### config.mk
export PLATFORM = sky130hd
export DESIGN_NAME = idmb_front
export DESIGN_NICKNAME = d
export VERILOG_FILES = /design/src/sv/idmb_pkg.sv /design/src/sv/idmb_front.sv
export SDC_FILE = /design/constraint.sdc
export NUM_CORES = 1
export LEC_CHECK = 0
export BUFFER_PORTS_ARGS = -buffer_cell sky130_fd_sc_hd__buf_4
export CAP_MARGIN = 0
export CORE_MARGIN = 1.5
export CORE_UTILIZATION = 35
export DETAILED_ROUTE_END_ITERATION = 10
export PLACE_DENSITY = 0.54
export SYNTH_ARGS = -nofsm -noshare
export SYNTH_HDL_FRONTEND = slang
export SYNTH_SLANG_ARGS = --single-unit
### constraint.sdc
create_clock -name clk -period 23.7 [get_ports clk]
set_clock_uncertainty 0.15 [all_clocks]
set_input_delay 1.185 -clock clk [delete_from_list [all_inputs] [get_ports clk]]
set_output_delay 1.185 -clock clk [all_outputs]
set_load 0.02 [all_outputs]
### src/sv/idmb_pkg.sv
// Shared types and constants for the inverse-distance move blend.
package idmb_pkg;

  localparam int MaxNeighbours = 10;
  localparam int QueueDepth = 2;
  localparam int DistW = 16;
  localparam int MoveW = 20;
  localparam int MaskW = 9;
  localparam int VtxW = 16;
  localparam int WeightW = 32;
  localparam int SumW = 56;
  localparam int ThreshW = 40;
  localparam logic [WeightW-1:0] ExactWeight = 32'd4096000;
  localparam logic signed [MoveW-1:0] MoveMax = 20'sd524287;
  localparam logic signed [MoveW-1:0] MoveMin = -20'sd524288;

  // Configuration register indexes.
  localparam logic CfgMaskEnable = 1'b0;
  localparam logic CfgMinMoveSq = 1'b1;

  // One neighbour item as the front part hands it to the back part.
  typedef struct packed {
    logic [VtxW-1:0] vertex;
    logic [DistW-1:0] distance;
    logic counts;
    logic signed [MoveW-1:0] mx;
    logic signed [MoveW-1:0] my;
    logic signed [MoveW-1:0] mz;
    logic [MaskW-1:0] mask;
    logic last;
  } item_t;

  // Status the divider returns to the back part.
  typedef struct packed {
    logic busy;
    logic done;
  } back_status_t;

endpackage

### src/sv/idmb_front.sv
// Front part: accepts neighbour items, counts run position, queues them.
module idmb_front #(
  parameter int MAX_NEIGHBOURS = idmb_pkg::MaxNeighbours,
  parameter int QUEUE_DEPTH = idmb_pkg::QueueDepth
) (
  input  logic clk,
  input  logic rst,
  input  logic in_valid,
  output logic in_stall,
  input  idmb_pkg::item_t in_item,
  output logic q_valid,
  input  logic q_take,
  output idmb_pkg::item_t q_item
);
  localparam int PosW = $clog2(MAX_NEIGHBOURS + 1);
  localparam int QAW = (QUEUE_DEPTH > 1) ? $clog2(QUEUE_DEPTH) : 1;
  localparam int QCW = $clog2(QUEUE_DEPTH + 1);

  idmb_pkg::item_t slots [QUEUE_DEPTH];
  logic [QAW-1:0] wr_ptr;
  logic [QAW-1:0] rd_ptr;
  logic [QCW-1:0] fill;
  logic [PosW-1:0] position;
  logic accept;
  idmb_pkg::item_t tagged_item;

  assign in_stall = (fill == QCW'(QUEUE_DEPTH));
  assign accept = in_valid && !in_stall;
  assign q_valid = (fill != '0);
  assign q_item = slots[rd_ptr];

  // Mark whether the item falls within the counted part of its run.
  always_comb begin
    tagged_item = in_item;
    tagged_item.counts = in_item.counts && (position < PosW'(MAX_NEIGHBOURS));
  end

  // Run position and queue pointers.
  always_ff @(posedge clk) begin
    if (rst) begin
      position <= '0;
      wr_ptr <= '0;
      rd_ptr <= '0;
      fill <= '0;
    end else begin
      if (accept) begin
        slots[wr_ptr] <= tagged_item;
        wr_ptr <= (wr_ptr == QAW'(QUEUE_DEPTH - 1)) ? '0 : wr_ptr + 1'b1;
        if (in_item.last) begin
          position <= '0;
        end else if (position < PosW'(MAX_NEIGHBOURS)) begin
          position <= position + 1'b1;
        end
      end
      if (q_take) begin
        rd_ptr <= (rd_ptr == QAW'(QUEUE_DEPTH - 1)) ? '0 : rd_ptr + 1'b1;
      end
      fill <= fill + QCW'(accept) - QCW'(q_take);
    end
  end
endmodule

======== Word level (Yosys, flattened, before mapping) ========
Memories as Yosys holds them, arrays and structs flattened. A register that Yosys moved wholly into a read port is not among the register bits.
Index checks and enable logic that the tools add are counted.
cells by class
  add/subtract/negate cells ............... 5
  magnitude comparators ................... 1
  equal/unequal tests ..................... 1
  muxes and demuxes ....................... 9
  reductions and logical operators ........ 6
operators with widths
  kind                 count
  $mux 4               2
  $mux 1               7
  $add 4x1->4 const B  1
  $lt 4x4->1 const B   1
  $reduce_bool 2->1    2
  $add 1x1->1 const B  2
  $add 2x1->2          1
  $eq 2x2->1 const B   1
  $logic_and 1x1->1    2
  $reduce_and 2->1     1
  $sub 2x1->2          1
  $logic_not 1->1      1
word-level totals
  flip-flop bits (word level) ............. 8
  RAM bits ................................ 206
  input port bits ......................... 107
  output and inout port bits .............. 105
  word-level logic and storage cells ...... 27
  memories kept ........................... 1
memory list
  name   depth  width  rd ports  clocked after Yosys merged registers in  wr ports  RTL line          source
  slots  2      103    1         1                                        1         idmb_front.sv:19  idmb_pkg::item_t slots [QUEUE_DEPTH];

======== Longest topological paths before layout ========
Gate-level depths: netlist (run 1).
  depth after elaboration ................. 6
  mapped depth ............................ 9
  gate-level depth less buffers ........... 8

======== Worst setup path before layout (run 1) ========
OpenSTA, ideal clock, no wires.
  path type ............................... input-to-reg
  start point ............................. input in_valid
  end point ............................... memory slots[1][0] in the netlist's numbering, enable pin
  library setup time ...................... 711 ps
  data arrival time ....................... 8897 ps
  required time ........................... 22839 ps
  setup slack ............................. 13942 ps
  stages .................................. 3
  buffers on the path ..................... 1
  cells stage by stage .................... buf_2 nand2_1 nor3b_1
between the ends
  longest elaborated chain between the ends .. 4
ends and longest elaborated chain
  element                       RTL line          source
  start: declaration            idmb_front.sv:8   input logic in_valid,
  $logic_and 1x1->1             idmb_front.sv:28  assign accept = in_valid && !in_stall;
  $mux 1                        idmb_front.sv:46  if (accept) begin
  $mux 1                        idmb_front.sv:40  if (rst) begin
  $mux 1 (not written as such)  idmb_front.sv:47  slots[wr_ptr] <= tagged_item;
  end: declaration              idmb_front.sv:19
No other way between the ends.

==> reports/qor.txt, run 1 <==
status -> finished, violations left
Core ar. -> 22000 sq um
post-synthesis mux area share -> 14.7%
WHS -> 0.375 ns
synth unique cells -> 35
RSZ-0062 raised after global routing -> false
reg-to-reg critical path endpoint -> slots[1][82]$_DFFE_PP_
Fmax achieved -> 250 MHz
Slew Viols, Final -> 0
Hold Vio Cnt, Final -> 0
crit path DAT -> 2.67 ns
P&R area growth vs syn -> 33.1%
Mapped Area -> 7900 sq um
fill count -> 1846
Detailed Route Iter0 Violations -> 197
Tot GR Track Use -> 13.3%
post-CTS sizing -> 0
# nets final -> 712
Multi-input gate area -> 1430 sq um
clock tree buffer depth -> 3
global route overflow -> 0
Synth Area in Compound Gates -> 1.06%
die width -> 153 um
Remaining DRCs -> 18
postcts setup bufs -> 0
CP max FO -> 82
Post-synth top cells -> 206 x edfxtp_1, 92 x mux2_2, 11 x mux2_1
# setup viols final -> 0
number of flops mapped to enable cells by yosys -> 206
hpwl dp -> 10.2 mm
end point of the critical path -> q_item[60]
Detailed Routing Iterations Pass 1 -> 9
Lkg Pwr -> 0.00386 uW
reg2reg path depth -> 4
maxcap violations -> 0
initial antenna violation count -> 0
Gate power share -> 13.5%
DRT Wirelength -> 15.8 mm
cell taking the most area after synthesis -> edfxtp_1
sequential cell fraction of total power -> 49.2%
vias in the first global route -> 4465
Net Sw Power -> 208 uW
share of synthesized cell area in and, or, nand and nor gates -> 1.49%
routed vias/inst -> 4.62
CP required -> 22.37 ns
Syn Nets -> 484
Clock power frac -> 37.3%
post-synthesis async set-or-reset flop share -> 0%
Synth top area share -> 78.3%
Synth Warn # -> 0
Peak supply drop -> 61.7 uV
worst skew pair latency -> 0.50 ns
startpoint class of the critical path -> flip-flop
highest metal used -> met4
Crit Path Category -> reg -> out
ANT cells -> 0
Tcrit/Tclk final -> 16.9%
failing checks -> design-rule violations
metal3 WL -> 1.47 mm
post-route ant nets -> 0
chip height -> 153 um
wire length on met1 -> 6.46 mm
kind of path behind the tightest hold check -> reg -> reg
total CTS buffers -> 24
ranking of synthesized cells by area -> edfxtp_1 78%, mux2_2 13%, dfxtp_1 2.3%
largest family of logic cells by synthesized area -> multiplexers
crit path time final -> 4.01 ns
P_int -> 701 uW
most numerous cell in the Yosys netlist -> edfxtp_1
Max transition margin -> 22.1%
Syn Area/Cell -> 21.1 sq um
clk slew on worst S/H paths -> 0.06 ns
Synth Area in XOR/XNOR -> 0.222%
routed via count -> 4154
Port Buffers -> 211
met2 WL post-DR -> 7.51 mm
clk sink count -> 215
Gate Count Post-Synth -> 374
Rows -> 54
R2R Path Start -> fill[0]$_SDFF_PP0_
Die ar. -> 23500 sq um
CTS root buf -> clkbuf_16
Sw Share -> 22.8%
most used flip-flop cell after synthesis -> edfxtp_1
H-Tree Depth -> 1
GP Congestion -> 0.683
largest net degree at the start of global routing -> 83
Synth Area in Adders -> 0.475%
WL/cell -> 17.6 um
pwr dens -> 86.4 nW/um^2
global-route wire length before repair -> 24.4 mm
IO Pins -> 212
CTS tree -> done
Yosys reg bits -> 215
register area -> 6370 sq um
Initial Utilization -> 36.0%
layout cells sized above 1 -> 55.8%
CTS Hold Bufs -> 0
final setup TNS -> 0 ns
crit end category -> output port
sequential area share after synthesis -> 80.5%
worst slew pin tran -> 1.17 ns
R2R Setup Slk -> 21.15 ns
==> cells in the final DEF, fill, tap and decap left out, types with 2 or more instances in the layout <==
cell	count
buf_4	216
edfxtp_1	206
mux2_2	92
clkbuf_16	25
mux2_1	11
clkbuf_1	8
dfxtp_1	8
clkinv_2	5
clkinv_1	5
inv_1	4
nand2b_1	3
nor2_1	3
ha_1	3
nand2_1	2
or2_2	2
and2_1	2
nor3_1	2
==> critical path, cell delays in order, from the launching register on <==
cell     delay [ns]
dfxtp_4        0.53
buf_4          0.86
mux2_2         0.46
buf_4          0.17
==> how the worst min path moves through the flow <==
| stage | startpoint | endpoint | slack (ns) | cells after the start |
|---|---|---|---|---|
| after floorplan | wr_ptr$_SDFFE_PP0P_ | wr_ptr$_SDFFE_PP0P_ | 0.31 | 2 |
| after global placement | position[1]$_SDFFE_PP0P_ | position[1]$_SDFFE_PP0P_ | 0.33 | 2 |
| after detailed placement | rd_ptr$_SDFFE_PP0P_ | rd_ptr$_SDFFE_PP0P_ | 0.35 | 2 |
| after CTS | rd_ptr$_SDFFE_PP0P_ | rd_ptr$_SDFFE_PP0P_ | 0.37 | 2 |
| after global routing | rd_ptr$_SDFFE_PP0P_ | rd_ptr$_SDFFE_PP0P_ | 0.38 | 2 |
| final | wr_ptr$_SDFFE_PP0P_ | wr_ptr$_SDFFE_PP0P_ | 0.37 | 2 |
==> sequential cells by signal (all words and copies together), names as in the netlist, named ones only <==
register / count
fill: 2
position: 4
rd_ptr: 1
slots: 206
wr_ptr: 1
==> power groups by stage <==
stage / registers [uW] / logic, uW / clock network, uW
final: 447 / 123 / 339
after global routing: 449 / 131 / 367
after CTS: 448 / 125 / 352
after detailed placement: 456 / 124 / 0
after global placement: 454 / 123 / 0
after floorplan: 458 / 70.5 / 0
==> stage by stage <==
stage / instances / power (uW) / area [sq um] / setup slack (ns) / utilization, %
floorplan: 374 / 528 / 7900 / 13.94 / -
global placement: 856 / 577 / 9790 / 20.21 / 44.6
detailed placement: 856 / 580 / 9790 / 20.20 / 44.6
CTS: 900 / 925 / 10500 / 19.64 / 47.9
global route: 900 / 948 / 10500 / 19.51 / 47.9
finish: 900 / 909 / 10500 / 19.69 / 47.9
==> metal layers <==
| metal | global-route usage (%) | vias up |
|---|---|---|
| met1 | 16.8 | 2029 |
| met5 | 0 | - |
| li1 | - | 1933 |
| met2 | 21.6 | 163 |
| met4 | 4.01 | 0 |
| met3 | 4.59 | 29 |
==> cell families (layout without fill, tap and decap cells) <==
kind of cell,count (synthesis),in the layout
AOI/OAI and AO/OA,11,11
xor gates and xnor gates,2,2
adders and majority gates,3,3
buffers and inverters,19,265
DFF,215,215
muxes,103,103
and+or+nand+nor,21,21
==> area by class of cell <==
class	instances	share of cell area, %
Sequential cell	215	60.6
Timing Repair Buffer	216	15.4
Multi-Input combinational cell	140	13.6
Clock buffer	33	6.23
Tap cell	280	3.33
Clock inverter	11	0.702
Inverter	5	0.202
Power figures use the tool's default switching activity.
==> inputs of run 2 (changes only) <==
--- a/config.mk
+++ b/config.mk
@@ -10,7 +10,7 @@
 export CORE_MARGIN = 1.5
 export CORE_UTILIZATION = 35
 export DETAILED_ROUTE_END_ITERATION = 10
-export PLACE_DENSITY = 0.54
+export PLACE_DENSITY = 0.56
 export SYNTH_ARGS = -nofsm -noshare
 export SYNTH_HDL_FRONTEND = slang
 export SYNTH_SLANG_ARGS = --single-unit
==> constraint.sdc (replaced) <==
create_clock -name clk -period 3.5 [get_ports clk]
set_clock_uncertainty 0.15 [all_clocks]
set_input_delay 0.175 -clock clk [delete_from_list [all_inputs] [get_ports clk]]
set_output_delay 0.175 -clock clk [all_outputs]
set_load 0.02 [all_outputs]
==> reports/qor.txt, run 2 (synthesis results as in run 1) <==
Detailed Route Iter0 Violations -> 202 (was 197)
Rows -> 54 (unchanged)
maxcap violations -> 0 (unchanged)
M3 GR Usage -> 3.40% (was 4.59%)
met2 usage -> 24.1% (was 21.6%)
WL/cell -> 16.4 um (was 17.6 um)
post-route ant nets -> 0 (unchanged)
commonest non-fill, non-tap cells in the layout -> 215 x buf_4, 206 x edfxtp_1, 108 x dlygate4sd3_1 (was 216 x buf_4, 206 x edfxtp_1, 92 x mux2_2)
crit end category -> output port (unchanged)
P&R area growth vs syn -> 46.2% (was 33.1%)
Remaining DRCs -> 17 (was 18)
worst skew pair latency -> 0.49 ns (was 0.50 ns)
clk sink count -> 215 (unchanged)
CP top delay family -> flip-flops (was buffers and inverters)
max reg flops -> 206 (unchanged)
fill count -> 1808 (was 1846)
Crit Path Category -> reg -> out (unchanged)
Max transition margin -> 42.1% (was 22.1%)
grt met1 use -> 16.0% (was 16.8%)
Core ar. -> 22000 sq um (unchanged)
CP required -> 3.17 ns (was 22.37 ns)
Hold Vio Cnt, Final -> 0 (unchanged)
clock tree buffer depth -> 3 (unchanged)
Slew Viols, Final -> 0 (unchanged)
Tot GR Track Use -> 13.6% (was 13.3%)
commonest non-fill, non-tap cell in the layout -> buf_4 (unchanged)
Lkg Pwr -> 0.00429 uW (was 0.00386 uW)
crit-path max cell delay -> 0.73 ns (was 0.86 ns)
pwr dens -> 526 nW/um^2 (was 86.4 nW/um^2)
worst slew pin tran -> 0.868 ns (was 1.17 ns)
total CTS buffers -> 23 (was 24)
RSZ-0062 raised after global routing -> false (unchanged)
crit path time final -> 2.56 ns
die width -> 153 um (unchanged)
crit path DAT -> 2.23 ns (was 2.67 ns)
H-Tree Depth -> 1 (unchanged)
ANT cells -> 0 (unchanged)
vias in the first global route -> 4847 (was 4465)
Initial Utilization -> 36.0% (unchanged)
IO Pins -> 212 (unchanged)
post-CTS sizing -> 0 (unchanged)
final core occ -> 52.6% (was 47.9%)
global route overflow -> 0 (unchanged)
initial antenna violation count -> 0 (unchanged)
register area -> 6370 sq um (about the same)
Reg with most FFs -> slots (unchanged)
routed via count -> 4529 (was 4154)
GRT Max-Usage Layer -> met2 (unchanged)
startpoint class of the critical path -> flip-flop (unchanged)
R2R Setup Slk -> 1.43 ns (was 21.15 ns)
Port Buffers -> 211 (unchanged)
# setup viols final -> 0 (unchanged)
CTS tree -> done (unchanged)
Tcrit/Tclk final -> 73.1%
Largest regs -> slots: 206 flops, position: 4 flops, fill: 2 flops (unchanged)
Die ar. -> 23500 sq um (unchanged)
reg-to-reg critical path endpoint -> slots[1][41]$_DFFE_PP_ (was slots[1][82]$_DFFE_PP_)
CTS root buf -> clkbuf_16 (unchanged)
CP cell instances -> buf_12, mux2_2, buf_4 (was buf_4, mux2_2, buf_4)
R2R Path Start -> fill[0]$_SDFF_PP0_ (unchanged)
largest net degree at the start of global routing -> 63 (was 83)
critical path depth -> 3 (unchanged)
failing checks -> design-rule violations (unchanged)
reg2reg path depth -> 4 (unchanged)
routed vias/inst -> 4.51 (was 4.62)
Peak supply drop -> 392 uV (was 61.7 uV)
non-filler instance count after layout -> 1004 (was 900)
buffers and inverters on the worst path -> 2 (unchanged)
DRT Wirelength -> 16.5 mm (was 15.8 mm)
clk slew on worst S/H paths -> 0.06 ns (about the same)
hpwl dp -> 9.91 mm (was 10.2 mm)
GP Congestion -> 0.693 (was 0.683)
Detailed Routing Iterations Pass 1 -> 7 (was 9)
end point of the critical path -> q_item[95] (was q_item[60])
slowest CP cell -> dfxtp_4 (was buf_4)
global-route wire length before repair -> 25.2 mm (was 24.4 mm)
chip height -> 153 um (unchanged)
layout cells sized above 1 -> 47.4% (was 55.8%)
kind of path behind the tightest hold check -> in -> reg (was reg -> reg)
# nets final -> 819 (was 712)
status -> finished, violations left (unchanged)
placed instance count -> 856 (unchanged)
Fmax achieved -> 391 MHz
Multi-input gate area -> 1450 sq um (was 1430 sq um)
CP max FO -> 62 (was 82)
run 2: cell count changes in the layout (fill, tap and decap cells not counted), sizes merged:
cell,previous run,this run
dlygate4sd3,0,108
clkinv,10,4
clkbuf,33,35
bufinv,1,0
inv,5,6
run 2: metrics by stage:
| step | cell area (sq um) | setup TNS [ns] | worst slack (ns) | hold WS, ns | power, uW |
|---|---|---|---|---|---|
| final | 11600 | 0 | 0.942 | 0.245 | 6080 |
| after global routing | 11600 | 0 | 0.794 | 0.236 | 6330 |
| after global placement | 9830 | 0 | 1.40 | 0.210 | 3910 |
| after detailed placement | 9830 | 0 | 1.39 | 0.212 | 3930 |
| after floorplan | 7940 | -50.64 | -0.349 | 0.124 | 3560 |
| after CTS | 11600 | 0 | 0.843 | 0.225 | 6170 |
run 2: routing by layer:
metal / share of wire [%] / wire [um] / vias up
li1: - / - / 2146
met1: 41 / 6730 / 2203
met2: 50 / 8180 / 150
met3: 7.1 / 1160 / 30
met4: 2.3 / 382 / 0
met5: 0 / 0 / -
run 2: report_power, final:
part,leakage (uW),switching [uW],internal (uW)
clock network,0.000311,895,1210
logic,0.00201,461,469
registers,0.00196,53.6,2990
total,0.00429,1410,4670
run 2: what timing repair did:
item                      4_1_cts  5_1_grt
hold endpoints to repair      215        0
buffers inserted                0        0
hold buffers                  108        0
run 2: layout make-up:
| class | instances | area share (%) |
|---|---|---|
| Multi-Input combinational cell | 140 | 12.6 |
| Clock buffer | 35 | 5.37 |
| Sequential cell | 215 | 55.1 |
| Inverter | 5 | 0.184 |
| Clock inverter | 5 | 0.217 |
| Tap cell | 280 | 3.03 |
| Timing Repair Buffer | 324 | 23.5 |
run 2: worst min-delay path by stage:
stage | slack, ns | from | to | cells past startpoint
after floorplan | 0.12 | in_item[0] | slots[0][0]$_DFFE_PP_ | 0
after global placement | 0.21 | in_item[81] | slots[1][81]$_DFFE_PP_ | 1
after detailed placement | 0.21 | in_item[14] | slots[0][14]$_DFFE_PP_ | 1
after CTS | 0.23 | in_item[26] | slots[0][26]$_DFFE_PP_ | 2
after global routing | 0.24 | in_item[87] | slots[1][87]$_DFFE_PP_ | 2
final | 0.25 | in_item[63] | slots[1][63]$_DFFE_PP_ | 2
run 2: worst reg2reg max path: stages, from the launching register on:
cell,delay [ns]
dfxtp_2,0.34
nand2b_4,0.19
nand2_4,0.09
nor3b_4,0.20
buf_4,0.68
